==> src/hw/rtl/cdq_pkg.sv <==
// ----------------------------------------------------------------------------
// cdq_pkg
// Types and codes shared by the deque cells, the top level and the checker.
// ----------------------------------------------------------------------------
package cdq_pkg;

  localparam int unsigned ValueW = 32;

  localparam logic [2:0] MODE_INS_FRONT = 3'd0;
  localparam logic [2:0] MODE_INS_BACK  = 3'd1;
  localparam logic [2:0] MODE_REM_FRONT = 3'd2;
  localparam logic [2:0] MODE_REM_BACK  = 3'd3;
  localparam logic [2:0] MODE_LIST      = 3'd4;

  localparam logic [1:0] STATUS_OK    = 2'd0;
  localparam logic [1:0] STATUS_EMPTY = 2'd1;
  localparam logic [1:0] STATUS_FULL  = 2'd2;

  typedef struct packed {
    logic [2:0]               mode;
    logic signed [ValueW-1:0] value;
  } cdq_req_t;

  typedef struct packed {
    logic [1:0]               status;
    logic signed [ValueW-1:0] element;
    logic                     last;
  } cdq_res_t;

  typedef struct packed {
    logic                     valid;
    logic signed [ValueW-1:0] data;
  } cdq_link_t;

  typedef enum logic [2:0] {
    OP_HOLD,
    OP_PUSH_FRONT,
    OP_PUSH_BACK,
    OP_POP_FRONT,
    OP_POP_BACK,
    OP_ROTATE
  } cdq_op_e;

  typedef enum logic {
    ST_IDLE,
    ST_LIST
  } cdq_state_e;

endpackage

==> src/hw/rtl/cdq_cell.sv <==
// ----------------------------------------------------------------------------
// cdq_cell
// One deque slot: holds a value and a valid flag, trades data with its
// neighbors on front pushes, front pops and rotation; back ops load or clear.
// ----------------------------------------------------------------------------
module cdq_cell (
  input  logic                       clk_i,
  input  logic                       rst_ni,
  input  cdq_pkg::cdq_op_e           op_i,
  input  logic signed [31:0]         value_i,
  input  logic signed [31:0]         head_i,
  input  cdq_pkg::cdq_link_t         prev_i,
  input  cdq_pkg::cdq_link_t         next_i,
  output cdq_pkg::cdq_link_t         link_o,
  output logic signed [31:0]         tail_o
);
  import cdq_pkg::*;

  logic                     valid_q, valid_d;
  logic signed [ValueW-1:0] data_q, data_d;
  logic                     is_tail;

  assign is_tail = valid_q & ~next_i.valid;

  always_comb begin
    valid_d = valid_q;
    data_d  = data_q;
    unique case (op_i)
      OP_PUSH_FRONT: begin
        valid_d = prev_i.valid;
        data_d  = prev_i.data;
      end
      OP_PUSH_BACK: begin
        if (!valid_q && prev_i.valid) begin
          valid_d = 1'b1;
          data_d  = value_i;
        end
      end
      OP_POP_FRONT: begin
        valid_d = next_i.valid;
        data_d  = next_i.data;
      end
      OP_POP_BACK: begin
        if (is_tail) valid_d = 1'b0;
      end
      OP_ROTATE: begin
        if (is_tail) data_d = head_i;
        else if (valid_q) data_d = next_i.data;
      end
      default: ;
    endcase
  end

  always_ff @(posedge clk_i or negedge rst_ni) begin
    if (!rst_ni) valid_q <= 1'b0;
    else valid_q <= valid_d;
  end

  always_ff @(posedge clk_i) begin
    data_q <= data_d;
  end

  assign link_o = '{valid: valid_q, data: data_q};
  assign tail_o = is_tail ? data_q : '0;

endmodule

==> config.mk <==
export PLATFORM = sky130hd
export DESIGN_NAME = cdq_cell
export DESIGN_NICKNAME = d
export VERILOG_FILES = /design/src/hw/rtl/cdq_pkg.sv /design/src/hw/rtl/cdq_cell.sv
export SDC_FILE = /design/constraint.sdc
export NUM_CORES = 1
export LEC_CHECK = 0
export ABC_AREA = 1
export BUFFER_PORTS_ARGS = -buffer_cell sky130_fd_sc_hd__buf_4
export CAP_MARGIN = 20
export CORE_ASPECT_RATIO = 1.1
export CORE_MARGIN = 1
export CORE_UTILIZATION = 41
export CTS_BUF_LIST = sky130_fd_sc_hd__clkbuf_8
export CTS_CLUSTER_SIZE = 14
export DETAILED_ROUTE_END_ITERATION = 6
export PLACE_DENSITY_LB_ADDON = 0.1
export SLEW_MARGIN = 20
export SYNTH_ARGS = -nofsm -noshare
export SYNTH_HDL_FRONTEND = slang
export SYNTH_SLANG_ARGS = --single-unit
==> constraint.sdc <==
create_clock -name clk_i -period 3.5 [get_ports clk_i]
set_input_delay 0.175 -clock clk_i [delete_from_list [all_inputs] [get_ports clk_i]]
set_output_delay 0.175 -clock clk_i [all_outputs]
set_load 0.05 [all_outputs]
# [Word level (Yosys, flattened, before mapping)]
# Cells that the tools add are included.
[totals] reg_bits=33 wordCells=26
[classes] n_bitwise=2 reduce_logical=6 mux=8 n_eq_ne=8
[op_table] cell="$mux W32" count=4
[op_table] cell="$pmux W32 S4" count=1
[op_table] cell="$reduce_bool A4 Y1" count=2
[op_table] cell="$eq A3 B2 Y1 const B" count=2
[op_table] cell="$eq A3 B3 Y1 const B" count=2
[op_table] cell="$reduce_and A3 Y1" count=2
[op_table] cell="$ne A2 B2 Y1 const B" count=2
[op_table] cell="$pmux W1 S4" count=1
[op_table] cell="$eq A3 B1 Y1 const B" count=1
[op_table] cell="$ne A3 B3 Y1 const B" count=1
[op_table] cell="$mux W1" count=2
[op_table] cell="$and A1 B1 Y1" count=1
[op_table] cell="$logic_and A1 B1 Y1" count=1
[op_table] cell="$logic_not A1 Y1" count=1
[op_table] cell="$not A1 Y1" count=1

# [Depth between registers and ports, before layout]
# Gate-level depths: netlist (run 1).
[depth] depth_word=4 depth_mapped=8 depth_no_buf=7

# [Least setup slack after synthesis (run 1)]
# OpenSTA, ideal clock, no wires.
[synth_path] path_type="reg2reg" start="register valid_q" end="register data_q[0] (enable)" required_ns=3.068 stages_incl_launch_ff=6 slack_ns=0.827 arrival_ns=2.241 setup_time_ns=0.432 path_buffers=0 synth_period_minus_slack_ns=2.673 cell_sequence="dfrtp_1 -> inv_1 -> nand2_1 -> nand3_1 -> nand2_1 -> a21oi_1"
[synth_via] elab_chain_len=4 elab_cells_between_ends=6 classes_between="2 x eq/ne; 1 x bitwise; 3 x reduce/logical"
[synth_lines] element="start, declared" line="cdq_cell.sv:19" source="logic valid_q, valid_d;"
[synth_lines] element="start signal, assigned" line="cdq_cell.sv:56" source="else valid_q <= valid_d;"
[synth_lines] element="$logic_not A1 Y1" line="cdq_cell.sv:34" source="if (!valid_q && prev_i.valid) begin"
[synth_lines] element="$logic_and A1 B1 Y1" line="cdq_cell.sv:34"
[synth_lines] element="$ne A2 B2 Y1 (no source line)"
[synth_lines] element="$reduce_and A3 Y1 (no source line) *"
[synth_lines] element="end signal, assigned" line="cdq_cell.sv:60" source="data_q <= data_d;"
[synth_lines] element="end, declared" line="cdq_cell.sv:20" source="logic signed [ValueW-1:0] data_q, data_d;"
# Every way passes the cells marked *; elsewhere a longest branch is shown, timed or not.
# A chain may end at the register's enable or synchronous reset.

# [Worst setup path after layout (run 1)]
[layout_path] start="register valid_q" end="output tail_o[7]"
[layout_via] elab_chain_len=2
[layout_lines] element="$and A1 B1 Y1" line="cdq_cell.sv:23" source="assign is_tail = valid_q & ~next_i.valid;"
[layout_lines] element="$mux W32" line="cdq_cell.sv:64" source="assign tail_o = is_tail ? data_q : '0;"
[layout_lines] element="end, declared" line="cdq_cell.sv:15" source="output logic signed [31:0] tail_o"
# Every way passes these cells.

==> impl_metrics.ini, run 1 <==
[outcome]
outcome = completed

[worst_setup_path]
critPathRequiredTime_ns = 3.32
path_max_fanout = 53
worstSetupPathType = register to output port
critPathLaunchType = register
end_kind = output port
crit_arrival_ns = 2.06

[floorplanning]
rows = 29
ios = 200
dieWidth_um = 77.0
die_y_um = 84.5
initial_core_util_pct = 43.1
die-area_sq_um = 6500
coreArea_sq_um = 5880

[timing]
worst_slew_pin_slew_ns = 0.918
finalSetupViolCount = 0
hold_viol_final = 0
finalSetupTns_ns = 0
skew_ns = 0.00570
drv_slew = 0
setup_slack_ns = 1.27
min_period_ns = 2.23
max_freq_ghz = 0.448
period_share_pct = 63.8
slew_headroom_pct = 38.6
holdWs_ns = 0.177
rsz0062_at_grt = false

[synthesis]
synth-edff-count = 32
synth_area_leaders = edfxtp_1, nand2_1, inv_1
syn_inst = 380
post_synth.cell_area_avg_sq_um = 6.67
synth_flop_cell = edfxtp_1
synth_most_common_cell = nand2_1
synth_common_cells = nand2_1, inv_1, nor2_1
syn-num-nets = 515
yosys.cell_types.count = 16
netlist_area_sq_um = 2530
synth_top_area_cell = edfxtp_1
yosys_warnings = 0
yosysSeqAreaShare_pct = 38.9
ys_seq_elements = 33
synth_top_area_share_pct = 37.9
async_flop_share_pct = 3.03

[placement]
place.gp.congestion = 0.800
hpwlAfterDp_um = 6630
dp_cells = 637
placed_area_sq_um = 4060
place_ws_ns = 1.43
io_buffer_count = 199

[clocking]
cts_resized = 0
clock_latency_ns = 0.28
holdBufCountCts = 1
cts_buffers = 5
cts_tree = done
cts_buffer_depth = 2
cts-root-buf = clkbuf_8
cts_sinks = 33
postCtsSetupBuffers = 0
cts.clk_slew.worst_paths_ns = 0.07
cts_max_level = 2

[finish]
utilization_pct = 71.0
num_antenna_cells = 0
fin_area_sq_um = 4170
fin_nets = 704
instances_no_fill = 647
drive_above_1_share_pct = 38.2
synthToLayoutAreaGrowth_pct = 64.6

[global_routing]
antenna_found_initial = 0
grt_pass1_vias = 3122
track_usage_pct = 27.7
grt_pass1_wl_um = 14300
grt_max_degree = 54
gr-total-overflow = 0

[drt]
vias = 3189
drc_errors = 0
firstDrtPassIters = 4
drtIter0Drc = 137
ant_nets = 0
wl_um = 8960
wire_per_inst_um = 13.9
via_per_inst = 4.93

[pwr]
cellLeakagePower_nw = 2.27
power.density_nw_per_um2 = 344
power.total_mw = 1.44
peakVddDrop_mv = 0.185

[flow_run]
cap_viol_max_count = 0

[worst_hold_path]
hp-class = input port to register
[registers in the layout, indices dropped and copies added, names as in the netlist]
name and count:
data_q 32, valid_q 1
[worst paths after layout]
check                               start   endpoint  slack [ns]  cells after the start
max in group asynchronous          rst_ni    valid_q        3.23                      2
worst min register to register    valid_q    valid_q        0.55                      2
worst min-delay path            prev_i[5]  data_q[5]        0.18                      3
min in group asynchronous          rst_ni    valid_q        0.19                      2
worst max-delay path              valid_q  tail_o[7]        1.27                      4
worst max register to register    valid_q  data_q[1]        1.45                      5
[layout make-up]
class / count / area [sq um]
clock buffer: 5 / 68.8
sequential: 33 / 986
inverter: 72 / 270
timing repair buffer: 205 / 1560
multi-input combinational: 252 / 1180
fill: 525 / 1710
tap: 77 / 96.3
clock inverter: 3 / 11.3
[cell families (layout without fill, tap and decap cells)]
family                 count (synthesis)  count (layout)  share of synthesized area (%)
and+or+nand+nor                      217             217                           35.9
buffers and inverters                 95             285                           15.2
AOI/OAI and AO/OA                     35              35                           10.1
DFF                                   33              33                           38.9
[power by group]
group / internal [mW] / switching, mW / leakage [nW]
clock: 0.133 / 0.140 / 0.0519
sequential: 0.487 / 0.0234 / 0.322
combinational: 0.237 / 0.416 / 1.90
total: 0.857 / 0.580 / 2.27
[critical path: stages (launching register included)]
cell	delay, ns
dfrtp_1	0.41
nand2_2	0.68
buf_4	0.40
nor2_1	0.07
buf_4	0.19
[layout by cell type (no fill, tap or decap), drive strengths merged]
| cell type | instances |
|---|---|
| nor2 | 38 |
| dfrtp | 1 |
| o211ai | 32 |
| nand3 | 6 |
| o21ai | 2 |
| nand2 | 141 |
| edfxtp | 32 |
| dlygate4sd3 | 1 |
| inv | 75 |
| buf | 204 |
| a21oi | 1 |
| nand4 | 32 |
| clkbuf | 5 |
[layer usage]
layer / wire length [um] / global-route usage [%] / part of all wire, % / vias to the layer above
li1: - / - / - / 1597
met1: 3460 / 32.8 / 39 / 1421
met2: 4660 / 48.2 / 52 / 145
met3: 574 / 5.76 / 6.4 / 26
met4: 265 / 12.3 / 3.0 / 0
met5: 0 / 0 / 0 / -
Power figures use the tool's default switching activity.
==> inputs of run 2 (changes only) <==
==> constraint.sdc (replaced) <==
create_clock -name clk_i -period 2.3 [get_ports clk_i]
set_input_delay 0.115 -clock clk_i [delete_from_list [all_inputs] [get_ports clk_i]]
set_output_delay 0.115 -clock clk_i [all_outputs]
set_load 0.05 [all_outputs]
==> impl_metrics.ini, run 2 (synthesized netlist as in run 1, its figures left out) <==
[floorplanning]
die_y_um = 84.5
coreArea_sq_um = 5880
die-area_sq_um = 6500
rows = 29
initial_core_util_pct = 43.1
ios = 200
dieWidth_um = 77.0

[finish]
layout_common_cells = buf_4, nand2_1, inv_1, nor2_1
regMostFlops = data_q
drive_above_1_share_pct = 38.5
synthToLayoutAreaGrowth_pct = 66.4
layout_commonest_cell = buf_4
fill_cells = 498
top_regs = data_q x32, valid_q x1
largest_register_ffs = 32
num_antenna_cells = 0
instances_no_fill = 649
fin_nets = 706

[worst_setup_path]
critical_path_buf_inv_count = 2
path_max_fanout = 35
critPathLaunchType = register
end_kind = output port
crit_arrival_ns = 1.62
critPathRequiredTime_ns = 2.18
cp-startpoint = valid_q
crit_slowest_cell = dfrtp_1
crit_chain = nand2_2, buf_12, nor2_1, buf_4
worstSetupPathType = register to output port
worstReg2RegStart = valid_q
crit_family = buffers and inverters
critPathMaxStageDelay_ns = 0.40

[placement]
dp_cells = 640
hpwlAfterDp_um = 6660
place.gp.congestion = 0.814
io_buffer_count = 199

[drt]
firstDrtPassIters = 4
drtIter0Drc = 184
via_per_inst = 5.07
wire_per_inst_um = 13.6
ant_nets = 0
vias = 3288
wl_um = 8850
drc_errors = 0

[flow_run]
cap_viol_max_count = 0

[global_routing]
track_usage_pct = 27.6
grt_pass1_wl_um = 14300
antenna_found_initial = 0
grt_pass1_vias = 3242
gr-total-overflow = 0
grt_max_degree = 42

[timing]
skew_ns = 0.00175
min_period_ns = 1.74
holdWs_ns = 0.129
finalSetupViolCount = 0
worst_slew_pin_slew_ns = 0.634
drv_slew = 0
rsz0062_at_grt = false
finalSetupTns_ns = 0
max_freq_ghz = 0.576
hold_viol_final = 0
slew_headroom_pct = 57.7
period_share_pct = 75.5

[clocking]
cts_buffers = 5
cts.clk_slew.worst_paths_ns = 0.07
clock_latency_ns = 0.27
cts_resized = 0
cts_max_level = 2
cts_tree = done
cts_sinks = 33
cts-root-buf = clkbuf_8
cts_buffer_depth = 2

[pwr]
cellLeakagePower_nw = 2.30
power.density_nw_per_um2 = 520
peakVddDrop_mv = 0.378

[worst_hold_path]
hp-class = input port to register
worstHoldStart = value_i[20]

[outcome]
outcome = completed
## run 2: cell types whose count changed in the layout (fill, tap and decap cells not counted)
cell and change:
buf_4 -1, buf_16 -1, buf_12 +4
## run 2: area by class of cell
type	count	area, sq um	area share (%)
Sequential cell	33	986	23.4
Tap cell	77	96.3	2.28
Clock buffer	5	68.8	1.63
Timing Repair Buffer	207	1610	38.1
Inverter	72	270	6.41
Clock inverter	3	11.3	0.267
Multi-Input combinational cell	252	1180	27.9
## run 2: per-layer routing
layer  vias to the layer above  global-route usage, %  wire (um)
li1                       1602                      -          -
met1                      1529                   29.2       3160
met2                       137                   53.6       4890
met3                        20                   5.22        573
met4                         0                   9.95        235
met5                         -                      0          0
## run 2: power breakdown
group / internal [mW] / switching [mW]
Combinational: 0.371 / 0.638
Clock: 0.202 / 0.204
Sequential: 0.742 / 0.0354
## run 2: timing repair
item                      4_1_cts  5_1_grt
hold endpoints to repair        1        0
buffers inserted                0        0
hold buffers                    1        0
## run 2: worst min-delay path, cell delays in order
cell and delay [ns]:
buf_4 0.07, nand2_1 0.04, nand4_1 0.07
## run 2: metrics by stage
stage                     cell area (sq um)  worst slack [ns]  utilization [%]  power (mW)
final                                  4220             0.563             71.8        2.19
after global routing                   4220             0.418             71.8        2.31
after CTS                              4220             0.555             71.8        2.20
after detailed placement               4130             0.584             70.2        1.80
after global placement                 4130             0.636             70.2        1.78
after floorplan                        2540             0.319                -        1.39
## run 2: worst paths after layout
path | end | slack (ns) | depth (start not counted)
setup / recovery | tail_o[21] | 0.56 | 4
hold / removal | data_q[20] | 0.13 | 3
setup reg to reg | data_q[9] | 0.59 | 6
hold reg to reg | valid_q | 0.55 | 2
max in group asynchronous | valid_q | 2.07 | 2
min in group asynchronous | valid_q | 0.15 | 2
==> inputs of run 3 (changes only) <==
==> constraint.sdc (replaced) <==
create_clock -name clk_i -period 1.69 [get_ports clk_i]
set_input_delay 0.0845 -clock clk_i [delete_from_list [all_inputs] [get_ports clk_i]]
set_output_delay 0.0845 -clock clk_i [all_outputs]
set_load 0.05 [all_outputs]
==> impl_metrics.ini, run 3 (synthesized netlist as in run 1, its figures left out) <==
[global_routing]
antenna_found_initial = 0
gr-total-overflow = 0
track_usage_pct = 27.7
grt_pass1_wl_um = 14300
grt_pass1_vias = 3146
grt_max_degree = 56

[finish]
num_antenna_cells = 0
synthToLayoutAreaGrowth_pct = 67.6
layout_commonest_cell = buf_4
regMostFlops = data_q
utilization_pct = 72.3
drive_above_1_share_pct = 39.1
layout_common_cells = buf_4, nand2_1, inv_1, nor2_1
fin_nets = 710
instances_no_fill = 653
largest_register_ffs = 32
top_regs = data_q x32, valid_q x1

[worst_setup_path]
crit_end = tail_o[12]
worstReg2RegStart = valid_q
cp-startpoint = valid_q
path_max_fanout = 55
critPathLaunchType = register
rr_worst_depth = 6
worstSetupPathType = register to output port
critPathRequiredTime_ns = 1.61
end_kind = output port
reg2reg_to = data_q[0]
reg2reg_slack_ns = 0.24
crit_arrival_ns = 1.38

[pwr]
pwr-share-seq_pct = 35.5
comb_power_share_pct = 46.4
swShare_pct = 39.9
power.total_mw = 2.99
power.density_nw_per_um2 = 704
power_frac_clock_pct = 18.2
peakVddDrop_mv = 0.476
switchingPower_mw = 1.19
cellLeakagePower_nw = 2.31
p_int_mw = 1.80

[placement]
hpwlAfterDp_um = 7050
dp_cells = 644
place.gp.congestion = 0.921
io_buffer_count = 199

[timing]
drv_slew = 0
slew_headroom_pct = 82.3
worst_slew_pin_slew_ns = 0.265
finalSetupTns_ns = 0
max_freq_ghz = 0.681
period_share_pct = 86.9
finalSetupViolCount = 0
holdWs_ns = 0.105
hold_viol_final = 0
skew_ns = 0.00327
min_period_ns = 1.47
rsz0062_at_grt = false

[clocking]
cts_buffers = 5
holdBufCountCts = 1
cts_buffer_depth = 2
clock_latency_ns = 0.27
cts_resized = 0
cts.clk_slew.worst_paths_ns = 0.07
postCtsSetupBuffers = 0
cts_tree = done
cts-root-buf = clkbuf_8
cts_sinks = 33
cts_max_level = 2

[outcome]
outcome = completed

[floorplanning]
rows = 29
die-area_sq_um = 6500
initial_core_util_pct = 43.1
ios = 200
coreArea_sq_um = 5880
dieWidth_um = 77.0
die_y_um = 84.5

[drt]
drtIter0Drc = 156
vias = 3286
via_per_inst = 5.03
firstDrtPassIters = 5
wire_per_inst_um = 14.1
drc_errors = 0
ant_nets = 0
wl_um = 9180

[worst_hold_path]
hp-class = input port to register
worstHoldStart = value_i[31]

[flow_run]
cap_viol_max_count = 0
==> run 3: changes by cell type in the layout (fill, tap and decap cells not counted) <==
cell,previous run,this run
buf_4,202,206
inv_1,71,70
inv_2,4,5
==> run 3: area by class of cell <==
| type | instances | area [sq um] |
|---|---|---|
| timing repair buffer | 211 | 1640 |
| fill | 497 | 1630 |
| multi-input combinational | 252 | 1180 |
| sequential | 33 | 986 |
| inverter | 72 | 270 |
| tap | 77 | 96.3 |
| clock buffer | 5 | 68.8 |
| clock inverter | 3 | 11.3 |
==> run 3: power groups by stage <==
stage	clock network [mW]	logic [mW]	registers [mW]
after detailed placement	0	1.39	1.08
after CTS	0.553	1.39	1.06
after global routing	0.573	1.48	1.07
after floorplan	0	0.573	1.32
after global placement	0	1.36	1.08
final	0.543	1.39	1.06
==> run 3: routing by layer <==
layer  share of wire [%]  track usage [%]  vias to the layer above
li1                    -                -                     1616
met1                  37             31.1                     1496
met2                  53             52.1                      160
met3                 8.6             5.11                       14
met4                 1.7             9.26                        0
met5                   0                0                        -
==> run 3: worst min path at each step <==
stage	cells past startpoint	endpoint	slack, ns
finish	3	data_q[31]	0.11
detailed placement	1	valid_q	-0.14
floorplan	0	valid_q	-0.21
global placement	1	valid_q	-0.14
global route	3	data_q[12]	0.11
CTS	3	data_q[31]	0.1
==> run 3: critical path, cell delays in order (launching register included) <==
cell and delay, ns:
dfrtp_1 0.42, nand2_2 0.14, buf_12 0.25, nor2_1 0.08
buf_4 0.20
==> run 3: through the flow <==
stage	worst slack, ns	area (sq um)
after CTS	0.216	4250
after floorplan	0.0158	2550
after detailed placement	0.238	4160
final	0.221	4250
after global placement	0.270	4160
after global routing	0.162	4250
